$ cat src/sv/trm_pkg.sv
// Package for the traffic rate meter: field widths, constants and the
// structs passed between the front and back modules. No dependencies.
package trm_pkg;

   localparam int unsigned CNT_W = 64;
   localparam int unsigned IFACE_W = 32;
   localparam int unsigned WIN_W = 15;
   localparam int unsigned QUEUE_DEPTH = 2;
   localparam logic [CNT_W-1:0] MS_PER_SEC = 64'd1000;
   localparam logic [CNT_W-1:0] RATE_LIM = 64'd18446744073709551;
   localparam logic [CNT_W-1:0] SAVE_STEP_KIB = 64'd10240;
   localparam logic [WIN_W-1:0] WIN_RESET = 15'd30;
   localparam logic [WIN_W-1:0] IDLE_MAX = 15'h7FFF;

   localparam logic CSR_AUTO_MODE = 1'b0;
   localparam logic CSR_WINDOW_SAMPLES = 1'b1;

   // classified item from front to back
   typedef struct packed {
      logic             rebase;
      logic [CNT_W-1:0] din;
      logic [CNT_W-1:0] dout;
      logic [CNT_W-1:0] elapsed;
      logic             new_day;
      logic             sel_chg;
   } job_type;

   typedef struct packed {
      logic [CNT_W-1:0] in_rate;
      logic [CNT_W-1:0] out_rate;
      logic [CNT_W-1:0] today_up;
      logic [CNT_W-1:0] today_down;
      logic             save_request;
      logic             reselect_request;
   } result_type;

   function automatic logic [CNT_W-1:0] sat_add(input logic [CNT_W-1:0] a,
                                                 input logic [CNT_W-1:0] b);
      logic [CNT_W:0] s;
      s = {1'b0, a} + {1'b0, b};
      return s[CNT_W] ? '1 : s[CNT_W-1:0];
   endfunction

   // a * 1000 modulo 2^64 as 1024a - 16a - 8a
   function automatic logic [CNT_W-1:0] times_1000(input logic [CNT_W-1:0] a);
      return (a << 10) - (a << 4) - (a << 3);
   endfunction

endpackage

$ cat src/sv/trm_front.sv
// Front end of the traffic rate meter: accepts samples, tracks the baseline
// and computes counter deltas and elapsed time. Uses trm_pkg.
module trm_front (
   input  logic                        clock,
   input  logic                        reset,
   input  logic                        in_valid,
   output logic                        in_ready,
   input  logic                        counters_valid,
   input  logic [trm_pkg::IFACE_W-1:0] iface_id,
   input  logic [trm_pkg::CNT_W-1:0]   in_count,
   input  logic [trm_pkg::CNT_W-1:0]   out_count,
   input  logic [trm_pkg::CNT_W-1:0]   now_ms,
   input  logic                        new_day,
   input  logic                        selection_changed,
   output logic                        job_valid,
   input  logic                        job_ready,
   output trm_pkg::job_type            job
);
   logic [trm_pkg::CNT_W-1:0] last_in_ff, last_out_ff, last_tick_ff;
   logic [trm_pkg::IFACE_W-1:0] base_iface_ff;
   logic base_ok_ff;
   logic [trm_pkg::CNT_W-1:0] last_in_in, last_out_in, last_tick_b;
   logic [trm_pkg::IFACE_W-1:0] base_iface_in;
   logic base_ok_in, base_ok_b;
   logic [trm_pkg::IFACE_W-1:0] base_iface_b;
   logic [trm_pkg::CNT_W-1:0] lin_b, lout_b, elapsed;
   logic good, rebase;

   assign in_ready = job_ready;
   assign job_valid = in_valid;

   always_comb begin
      lin_b = selection_changed ? '0 : last_in_ff;
      lout_b = selection_changed ? '0 : last_out_ff;
      last_tick_b = selection_changed ? '0 : last_tick_ff;
      base_ok_b = selection_changed ? 1'b0 : base_ok_ff;
      base_iface_b = selection_changed ? '0 : base_iface_ff;
      elapsed = (last_tick_b == '0) ? '0 : now_ms - last_tick_b;
      good = counters_valid && (iface_id != '0);
      rebase = !base_ok_b || selection_changed || (base_iface_b != iface_id) ||
               (in_count < lin_b) || (out_count < lout_b) || (elapsed == '0);
      job.rebase = !good || rebase;
      job.din = job.rebase ? '0 : in_count - lin_b;
      job.dout = job.rebase ? '0 : out_count - lout_b;
      job.elapsed = elapsed;
      job.new_day = new_day;
      job.sel_chg = selection_changed;
      last_in_in = good ? in_count : lin_b;
      last_out_in = good ? out_count : lout_b;
      base_iface_in = good ? iface_id : '0;
      base_ok_in = good;
   end

   always_ff @(posedge clock) begin
      if (reset) begin
         last_in_ff <= '0;
         last_out_ff <= '0;
         last_tick_ff <= '0;
         base_iface_ff <= '0;
         base_ok_ff <= 1'b0;
      end else if (in_valid && in_ready) begin
         last_in_ff <= last_in_in;
         last_out_ff <= last_out_in;
         last_tick_ff <= now_ms;
         base_iface_ff <= base_iface_in;
         base_ok_ff <= base_ok_in;
      end
   end
endmodule

$ cat src/sv/trm_queue.sv
// Small FIFO between the front and back ends of the traffic rate meter.
// Uses trm_pkg.
module trm_queue #(
   parameter int unsigned DEPTH = trm_pkg::QUEUE_DEPTH
) (
   input  logic             clock,
   input  logic             reset,
   input  logic             wr_valid,
   output logic             wr_ready,
   input  trm_pkg::job_type wr_data,
   output logic             rd_valid,
   input  logic             rd_ready,
   output trm_pkg::job_type rd_data
);
   localparam int unsigned AW = (DEPTH > 1) ? $clog2(DEPTH) : 1;
   trm_pkg::job_type mem_ff [DEPTH];
   logic [AW-1:0] wp_ff, rp_ff;
   logic [AW:0] cnt_ff;
   logic do_wr, do_rd;

   assign wr_ready = cnt_ff != (AW+1)'(DEPTH);
   assign rd_valid = cnt_ff != '0;
   assign rd_data = mem_ff[rp_ff];
   assign do_wr = wr_valid && wr_ready;
   assign do_rd = rd_valid && rd_ready;

   always_ff @(posedge clock) begin
      if (do_wr) mem_ff[wp_ff] <= wr_data;
   end

   always_ff @(posedge clock) begin
      if (reset) begin
         wp_ff <= '0;
         rp_ff <= '0;
         cnt_ff <= '0;
      end else begin
         if (do_wr) wp_ff <= (wp_ff == AW'(DEPTH-1)) ? '0 : wp_ff + 1'b1;
         if (do_rd) rp_ff <= (rp_ff == AW'(DEPTH-1)) ? '0 : rp_ff + 1'b1;
         cnt_ff <= cnt_ff + (AW+1)'(do_wr) - (AW+1)'(do_rd);
      end
   end
endmodule

$ cat src/sv/trm_back.sv
// Back end of the traffic rate meter: serial rate division, daily totals,
// idle and save-window tracking, output register. Uses trm_pkg.
module trm_back (
   input  logic                      clock,
   input  logic                      reset,
   input  logic                      auto_mode,
   input  logic [trm_pkg::WIN_W-1:0] window_samples,
   input  logic                      job_valid,
   output logic                      job_ready,
   input  trm_pkg::job_type          job,
   output logic                      res_valid,
   input  logic                      res_ready,
   output trm_pkg::result_type       res
);
   typedef enum logic [3:0] {
      ST_IDLE = 4'b0001,
      ST_DIV  = 4'b0010,
      ST_FIN  = 4'b0100,
      ST_OUT  = 4'b1000
   } state_type;

   localparam int unsigned W = trm_pkg::CNT_W;
   // 0:in quotient 1:in frac 2:out quotient 3:out frac
   state_type state_ff, state_in;
   trm_pkg::job_type job_ff;
   logic [1:0] phase_ff;
   logic [6:0] bit_ff;
   logic [W-1:0] quo_ff, rem_ff, num_ff;
   logic [W-1:0] q_ff, r_ff;
   logic [W-1:0] rate_in_ff, rate_out_ff;
   logic [trm_pkg::WIN_W-1:0] idle_ff, wphase_ff;
   logic [W-1:0] day_up_ff, day_down_ff, saved_kib_ff;
   logic day_seen_ff, saved_ok_ff;
   logic save_ff, reselect_ff;
   trm_pkg::result_type res_ff;
   logic res_valid_ff;

   logic [W:0] rem_sh;
   logic [W-1:0] rem_nx, quo_nx;
   logic qbit;
   logic [trm_pkg::WIN_W-1:0] win, idle0, idle_in, wphase_in;
   logic reselect;
   logic [W-1:0] up0, down0, up_in, down_in, kib, saved_in;
   logic seen0, ok0, seen_in, ok_in, save;

   assign job_ready = state_ff == ST_IDLE;
   assign res_valid = res_valid_ff;
   assign res = res_ff;

   always_comb begin
      rem_sh = {rem_ff, num_ff[W-1]};
      qbit = rem_sh >= {1'b0, job_ff.elapsed};
      rem_nx = qbit ? W'(rem_sh - {1'b0, job_ff.elapsed}) : rem_sh[W-1:0];
      quo_nx = {quo_ff[W-2:0], qbit};
   end

   always_comb begin
      win = (window_samples == '0) ? 15'd1 : window_samples;
      idle0 = job_ff.sel_chg ? '0 : idle_ff;
      idle_in = idle0;
      reselect = 1'b0;
      if (auto_mode) begin
         if (job_ff.din == '0 && job_ff.dout == '0) begin
            if (idle0 < trm_pkg::IDLE_MAX) idle_in = idle0 + 1'b1;
         end else idle_in = '0;
         if (idle_in >= win) begin
            reselect = 1'b1;
            idle_in = '0;
         end
      end
      up0 = job_ff.new_day ? '0 : day_up_ff;
      down0 = job_ff.new_day ? '0 : day_down_ff;
      seen0 = job_ff.new_day ? 1'b0 : day_seen_ff;
      ok0 = job_ff.new_day ? 1'b0 : saved_ok_ff;
      saved_in = job_ff.new_day ? '0 : saved_kib_ff;
      up_in = trm_pkg::sat_add(up0, job_ff.dout);
      down_in = trm_pkg::sat_add(down0, job_ff.din);
      kib = {10'd0, up_in[W-1:10]} + {10'd0, down_in[W-1:10]};
      seen_in = seen0;
      ok_in = ok0;
      save = 1'b0;
      wphase_in = wphase_ff + 1'b1;
      if (wphase_ff >= win - 1'b1) begin
         wphase_in = '0;
         if (!seen0) begin
            seen_in = 1'b1;
            saved_in = kib;
            ok_in = 1'b1;
         end else if (!ok0 || kib < saved_in) begin
            saved_in = kib;
            ok_in = 1'b1;
         end else if (kib - saved_in >= trm_pkg::SAVE_STEP_KIB) begin
            save = 1'b1;
            saved_in = kib;
         end
      end
   end

   always_comb begin
      state_in = state_ff;
      unique case (state_ff)
         ST_IDLE: if (job_valid) state_in = job.rebase ? ST_FIN : ST_DIV;
         ST_DIV: if (bit_ff == 7'd0 && phase_ff == 2'd3) state_in = ST_FIN;
         ST_FIN: state_in = ST_OUT;
         ST_OUT: if (!res_valid_ff || res_ready) state_in = ST_IDLE;
         default: state_in = ST_IDLE;
      endcase
   end

   function automatic logic [W-1:0] new_rate_f(input logic [W-1:0] fq);
      logic [W-1:0] base;
      base = trm_pkg::times_1000(q_ff);
      if (q_ff > trm_pkg::RATE_LIM) return '1;
      if (r_ff <= trm_pkg::RATE_LIM) return trm_pkg::sat_add(base, fq);
      return base;
   endfunction

   always_ff @(posedge clock) begin
      if (reset) begin
         state_ff <= ST_IDLE;
         idle_ff <= '0;
         wphase_ff <= '0;
         day_up_ff <= '0;
         day_down_ff <= '0;
         day_seen_ff <= 1'b0;
         saved_kib_ff <= '0;
         saved_ok_ff <= 1'b0;
         res_valid_ff <= 1'b0;
      end else begin
         state_ff <= state_in;
         if (state_ff == ST_OUT && (!res_valid_ff || res_ready)) res_valid_ff <= 1'b1;
         else if (res_ready) res_valid_ff <= 1'b0;
         unique case (state_ff)
            ST_IDLE: if (job_valid) begin
               job_ff <= job;
               rate_in_ff <= '0;
               rate_out_ff <= '0;
               phase_ff <= 2'd0;
               bit_ff <= 7'(W - 1);
               num_ff <= job.din;
               rem_ff <= '0;
               quo_ff <= '0;
            end
            ST_DIV: begin
               if (bit_ff == 7'd0) begin
                  bit_ff <= 7'(W - 1);
                  rem_ff <= '0;
                  quo_ff <= '0;
                  phase_ff <= phase_ff + 1'b1;
                  unique case (phase_ff)
                     2'd0, 2'd2: begin
                        q_ff <= quo_nx;
                        r_ff <= rem_nx;
                        num_ff <= trm_pkg::times_1000(rem_nx);
                     end
                     2'd1: begin
                        rate_in_ff <= new_rate_f(quo_nx);
                        num_ff <= job_ff.dout;
                     end
                     2'd3: rate_out_ff <= new_rate_f(quo_nx);
                     default: ;
                  endcase
               end else begin
                  rem_ff <= rem_nx;
                  num_ff <= {num_ff[W-2:0], 1'b0};
                  quo_ff <= quo_nx;
                  bit_ff <= bit_ff - 1'b1;
               end
            end
            ST_FIN: begin
               idle_ff <= idle_in;
               wphase_ff <= wphase_in;
               day_up_ff <= up_in;
               day_down_ff <= down_in;
               day_seen_ff <= seen_in;
               saved_kib_ff <= saved_in;
               saved_ok_ff <= ok_in;
               save_ff <= save;
               reselect_ff <= reselect;
            end
            ST_OUT: if (!res_valid_ff || res_ready) begin
               res_ff.in_rate <= rate_in_ff;
               res_ff.out_rate <= rate_out_ff;
               res_ff.today_up <= day_up_ff;
               res_ff.today_down <= day_down_ff;
               res_ff.save_request <= save_ff;
               res_ff.reselect_request <= reselect_ff;
            end
            default: ;
         endcase
      end
   end
endmodule

$ cat src/sv/traffic_rate_meter_top.sv
// Traffic rate meter: samples counters, gives rates and daily totals.
// A sample with rates takes four 64-step divisions in the back end; a
// re-baseline sample skips them. The back end handles one sample at a
// time; the front end and a two-entry queue take new samples meanwhile.
// Synchronous active-high reset clears baseline, totals, phases and
// control registers to their defaults.
module traffic_rate_meter_top #(
   parameter int unsigned QUEUE_DEPTH = trm_pkg::QUEUE_DEPTH
) (
   input  logic          clock,
   input  logic          reset,
   input  logic          req_tvalid,
   output logic          req_tready,
   // counters_valid, iface_id, in_count, out_count, now_ms, new_day,
   // selection_changed; padded to 232 bits
   input  logic [231:0]  req_tdata,
   output logic          rsp_tvalid,
   input  logic          rsp_tready,
   // in_rate, out_rate, today_up, today_down, save_request,
   // reselect_request; padded to 264 bits
   output logic [263:0]  rsp_tdata,
   input  logic          csr_we,
   input  logic          csr_index,
   input  logic [14:0]   csr_wdata
);
   logic auto_mode_ff;
   logic [trm_pkg::WIN_W-1:0] window_ff;
   trm_pkg::job_type fjob, qjob;
   logic f_valid, f_ready, q_valid, q_ready;
   trm_pkg::result_type res;

   always_ff @(posedge clock) begin
      if (reset) begin
         auto_mode_ff <= 1'b0;
         window_ff <= trm_pkg::WIN_RESET;
      end else if (csr_we) begin
         unique case (csr_index)
            trm_pkg::CSR_AUTO_MODE: auto_mode_ff <= csr_wdata[0];
            trm_pkg::CSR_WINDOW_SAMPLES: window_ff <= csr_wdata;
            default: ;
         endcase
      end
   end

   trm_front u_front (
      .clock, .reset,
      .in_valid(req_tvalid), .in_ready(req_tready),
      .counters_valid(req_tdata[0]), .iface_id(req_tdata[32:1]),
      .in_count(req_tdata[96:33]), .out_count(req_tdata[160:97]),
      .now_ms(req_tdata[224:161]), .new_day(req_tdata[225]),
      .selection_changed(req_tdata[226]),
      .job_valid(f_valid), .job_ready(f_ready), .job(fjob)
   );

   trm_queue #(.DEPTH(QUEUE_DEPTH)) u_queue (
      .clock, .reset,
      .wr_valid(f_valid), .wr_ready(f_ready), .wr_data(fjob),
      .rd_valid(q_valid), .rd_ready(q_ready), .rd_data(qjob)
   );

   trm_back u_back (
      .clock, .reset,
      .auto_mode(auto_mode_ff), .window_samples(window_ff),
      .job_valid(q_valid), .job_ready(q_ready), .job(qjob),
      .res_valid(rsp_tvalid), .res_ready(rsp_tready), .res(res)
   );

   assign rsp_tdata = {6'd0, res.reselect_request, res.save_request, res.today_down,
                       res.today_up, res.out_rate, res.in_rate};

   a_rsp_hold: assert property (@(posedge clock) disable iff (reset)
      rsp_tvalid && !rsp_tready |=> rsp_tvalid)
      else $error("result dropped while stalled");
   a_rsp_stable: assert property (@(posedge clock) disable iff (reset)
      rsp_tvalid && !rsp_tready |=> $stable(rsp_tdata))
      else $error("result changed while stalled");
   a_ready_q: assert property (@(posedge clock) disable iff (reset)
      req_tready == f_ready)
      else $error("front ready mismatch");
endmodule

$ cat config.mk
export PLATFORM = sky130hd
export DESIGN_NAME = traffic_rate_meter_top
export DESIGN_NICKNAME = d
export VERILOG_FILES = /design/src/sv/trm_pkg.sv /design/src/sv/trm_front.sv /design/src/sv/trm_queue.sv /design/src/sv/trm_back.sv /design/src/sv/traffic_rate_meter_top.sv
export SDC_FILE = /design/constraint.sdc
export NUM_CORES = 2
export LEC_CHECK = 0
export ABC_AREA = 1
export BUFFER_PORTS_ARGS = -buffer_cell sky130_fd_sc_hd__buf_2
export CORE_ASPECT_RATIO = 0.6
export CORE_MARGIN = 3
export CORE_UTILIZATION = 30
export CTS_BUF_LIST = sky130_fd_sc_hd__clkbuf_4 sky130_fd_sc_hd__clkbuf_8 sky130_fd_sc_hd__clkbuf_16
export CTS_CLUSTER_SIZE = 40
export DETAILED_ROUTE_END_ITERATION = 12
export GPL_TIMING_DRIVEN = 1
export PLACE_DENSITY = 0.45
export SYNTH_ARGS = -nofsm -noshare
export SYNTH_HDL_FRONTEND = slang
export SYNTH_SLANG_ARGS = --single-unit
$ cat constraint.sdc
create_clock -name clock -period 52.1 [get_ports clock]
set_clock_uncertainty 0.1 [all_clocks]
set_input_delay 5.21 -clock clock [delete_from_list [all_inputs] [get_ports clock]]
set_output_delay 5.21 -clock clock [all_outputs]
set_load 0.05 [all_outputs]
==> impl_metrics.py <==
metrics = {
    "status": {
        "status": "finished, final reports clean",
    },
    "detailed_routing": {
        "top_layer": "met5",
        "vias": 99300,
        "wl_met3_mm": 33.7,
        "wl_mm": 423,
        "dr.pass1.iters": 8,
        "met1_length_mm": 233,
        "vias_per_cell": 5.00,
        "first_iter_violations": 10200,
        "wl_per_cell_um": 21.3,
        "ant_nets": 0,
        "drc": 0,
        "routed-wl-met2_mm": 150,
    },
    "clock_tree": {
        "cts_resized": 0,
        "cts_tree": "built",
        "clk_latency_ns": 0.90,
        "hold_buffers": 0,
        "cts_sinks": 1775,
        "clk_pin_slew_ns": 0.08,
        "cts_buffer_depth": 4,
        "htree_levels": 4,
        "cts_made_buffers": 191,
        "clock-root-buffer": "clkbuf_16",
        "post-cts-setup-buffers": 0,
    },
    "sta": {
        "final_hold_viol_count": 0,
        "fmax_mhz": 70.1,
        "setup_tns_ns": 0,
        "rsz0062_at_grt": "no",
        "post-route-period-util_pct": 27.4,
        "relSlewSlack_pct": 17.2,
        "fin_crit_ns": 14.27,
        "slew_viol_final": 0,
        "fin_ws_ns": 37.83,
        "setup_violations": 0,
        "worstMarginPinSlew_ns": 1.24,
    },
    "pwr": {
        "p_leak_nw": 55.1,
        "peakVddDrop_mv": 0.104,
        "power.density_nw_per_um2": 72.1,
    },
    "floorplan": {
        "die_area_um2": 394000,
        "io_pins": 519,
        "die_w_um": 808,
        "fp-row-count": 176,
        "die-height_um": 487,
        "start_util_pct": 30.2,
        "coreArea_um2": 384000,
    },
    "synthesis": {
        "yosys_most_used_dff": "edfxtp_1",
        "ys_seq_area_share_pct": 41.9,
        "synth_cell_type_count": 72,
        "ys_ff_latch": 1775,
        "synthCells": 14200,
        "synth_area_um2": 116000,
        "synth.avg_cell_area_um2": 8.18,
        "async_flop_share_pct": 0,
        "synth_edf_count": 1300,
        "ys.warnings.count": 0,
    },
    "cells_and_area": {
        "stdcell_count": 19900,
        "fillers": 40600,
        "seqCellArea_um2": 48600,
        "nNetsFinal": 15700,
        "drive_above_1_share_pct": 8.79,
        "final_area_um2": 131000,
        "syn_to_final_growth_pct": 12.7,
        "multiInputGateArea_um2": 57900,
    },
    "setup_path": {
        "timing.critical_path.buf_inv": 11,
        "start_kind": "flip-flop",
        "cp_data_required_time_ns": 52.75,
        "arrival_ns": 14.92,
        "critical_path.top_delay_family": "simple AND/OR/NAND/NOR gates",
        "endpoint_kind": "flip-flop",
        "cp_max_fo": 124,
        "critical_path_class": "reg2reg",
        "crit_path_frequent_cell": "nand2_1",
        "slowest_delay_ns": 0.77,
        "critical-path-slowest-cell": "nand3_2",
    },
    "place": {
        "dp_cells": 19500,
        "place_ws_ns": 38.14,
        "post_dp_cell_area_um2": 124000,
        "portBuffers": 507,
        "hpwl_mm": 337,
        "gp_congestion": 0.959,
    },
    "flow_run": {
        "maxCapViolCount": 0,
    },
    "grt": {
        "grt_first_pass_wirelength_mm": 616,
        "grt_max_degree": 162,
        "overflow": 0,
        "antenna_found_initial": 32,
        "grt_pass1_vias": 89500,
        "grt.total_usage_pct": 20.6,
    },
    "min_path": {
        "hold_class": "reg2reg",
    },
}
path summary, 6_finish.rpt:
check | start | to | slack (ns) | cells after the start
max | u_back.job_ff[1] | u_back.saved_kib_ff[55] | 37.83 | 54
min | u_back.rate_out_ff[44] | u_back.res[174] | 0.30 | 0
max reg2reg | u_back.job_ff[1] | u_back.saved_kib_ff[55] | 37.83 | 54
min reg2reg | u_back.rate_out_ff[44] | u_back.res[174] | 0.30 | 0
state kept, by name, summed over array words and instances, names as in the netlist, 32 cells and up, named ones only:
name / count
u_back.res: 258
u_back.rate_in_ff: 64
u_front.base_iface_ff: 32
u_back.rate_out_ff: 64
u_back.day_up_ff: 64
u_back.q_ff: 64
u_front.last_out_ff: 64
u_back.num_ff: 64
u_back.job_ff: 194
u_back.quo_ff: 63
u_front.last_in_ff: 64
u_back.day_down_ff: 64
u_queue.mem_ff: 390
u_front.last_tick_ff: 64
u_back.saved_kib_ff: 64
u_back.rem_ff: 64
u_back.r_ff: 64
synthesized netlist by cell type, drive strengths merged (5+ instances only):
master,instances,area share (%)
nand4,136,0.73
fa,115,2.0
nor4,86,0.46
o22ai,68,0.37
o41ai,9,0.068
inv,2124,6.9
nand3b,36,0.23
nor3b,5,0.032
nor2,1737,5.7
or2,90,0.49
a211oi,38,0.25
o311ai,5,0.038
o21ai,815,3.5
o31ai,36,0.23
o211ai,320,2.1
a21boi,49,0.32
dfxtp,475,8.2
nand3,472,2.1
ha,772,8.3
and3,9,0.049
xnor2,190,1.4
xor2,305,2.3
a2111oi,7,0.053
o21a,75,0.49
mux2,195,1.9
edfxtp,1300,34
nand2,2447,7.9
a21o,37,0.24
a221oi,31,0.23
clkbuf,336,1.1
or4,7,0.045
a21oi,1257,5.4
a22o,11,0.083
o2111ai,11,0.083
buf,70,0.33
nor3,130,0.58
a31oi,256,1.4
o21bai,42,0.28
o221ai,24,0.18
nor4b,5,0.038
logic make-up after synthesis:
family / synth area share (%)
buf+inv: 8.31
flops: 41.9
fa+ha+maj: 10.3
xor+xnor: 3.74
compound gates: 15.5
simple gates: 18.4
other cells: 0.00324
mux: 1.89
metal layers:
layer  vias up  global-route usage, %
met5         -                      0
met4         4                   2.88
met3       292                   3.58
met2      3189                   25.7
met1     47000                   35.6
li1      48800                      -
power breakdown:
group	internal [W]	leakage, nW	switching (W)
clock	0.000837	3.20	0.000611
combinational	0.00183	36.1	0.00412
sequential	0.00185	15.8	0.000179
per-stage QoR:
step	utilization [%]	hold slack (ns)	total power (W)
2_1_floorplan	-	0.300	0.00592
3_3_place_gp	32.3	0.302	0.00796
5_1_grt	34.0	0.316	0.0102
3_5_place_dp	32.3	0.305	0.00794
6_report	34.0	0.301	0.00942
4_1_cts	34.0	0.308	0.00943
cells in the final DEF, fill, tap and decap left out, types with 24 or more instances in the layout:
| master | synthesis | layout |
|---|---|---|
| clkinv_2 | 0 | 26 |
| bufinv_16 | 0 | 24 |
| o221ai_1 | 24 | 24 |
| o21ai_1 | 48 | 48 |
| nor4_1 | 86 | 84 |
| a21o_1 | 37 | 37 |
| mux2_2 | 195 | 195 |
| a21oi_1 | 1255 | 1254 |
| o21bai_1 | 41 | 41 |
| nand2_1 | 2442 | 2439 |
| o21ai_0 | 763 | 763 |
| nor3_1 | 126 | 123 |
| nand3b_1 | 36 | 36 |
| o22ai_1 | 68 | 68 |
| o211ai_1 | 320 | 320 |
| xnor2_1 | 190 | 190 |
| xor2_1 | 305 | 305 |
| o21a_1 | 75 | 75 |
| fa_1 | 115 | 115 |
| ha_1 | 772 | 771 |
| edfxtp_1 | 1300 | 1300 |
| o31ai_1 | 36 | 36 |
| a31oi_1 | 256 | 256 |
| dfxtp_1 | 475 | 474 |
| or2_2 | 82 | 82 |
| a211oi_1 | 38 | 38 |
| nand4_1 | 136 | 136 |
| nor2_2 | 24 | 25 |
| nand3_1 | 468 | 466 |
| clkbuf_4 | 0 | 36 |
| a21boi_0 | 41 | 41 |
| nor2_1 | 1713 | 1706 |
| buf_4 | 21 | 87 |
| clkbuf_16 | 0 | 194 |
| a221oi_1 | 31 | 31 |
| inv_1 | 2111 | 2109 |
| buf_2 | 16 | 506 |
layout make-up:
class                           count  share of cell area (%)
Multi-Input combinational cell   9859                    44.3
Timing Repair Buffer              597                    2.49
Sequential cell                  1775                    37.2
Clock inverter                    102                   0.933
Tap cell                         5162                    4.94
Antenna cell                        7                  0.0134
Inverter                         2128                    6.15
Clock buffer                      240                    4.03
(Power assumes the default switching activity.)
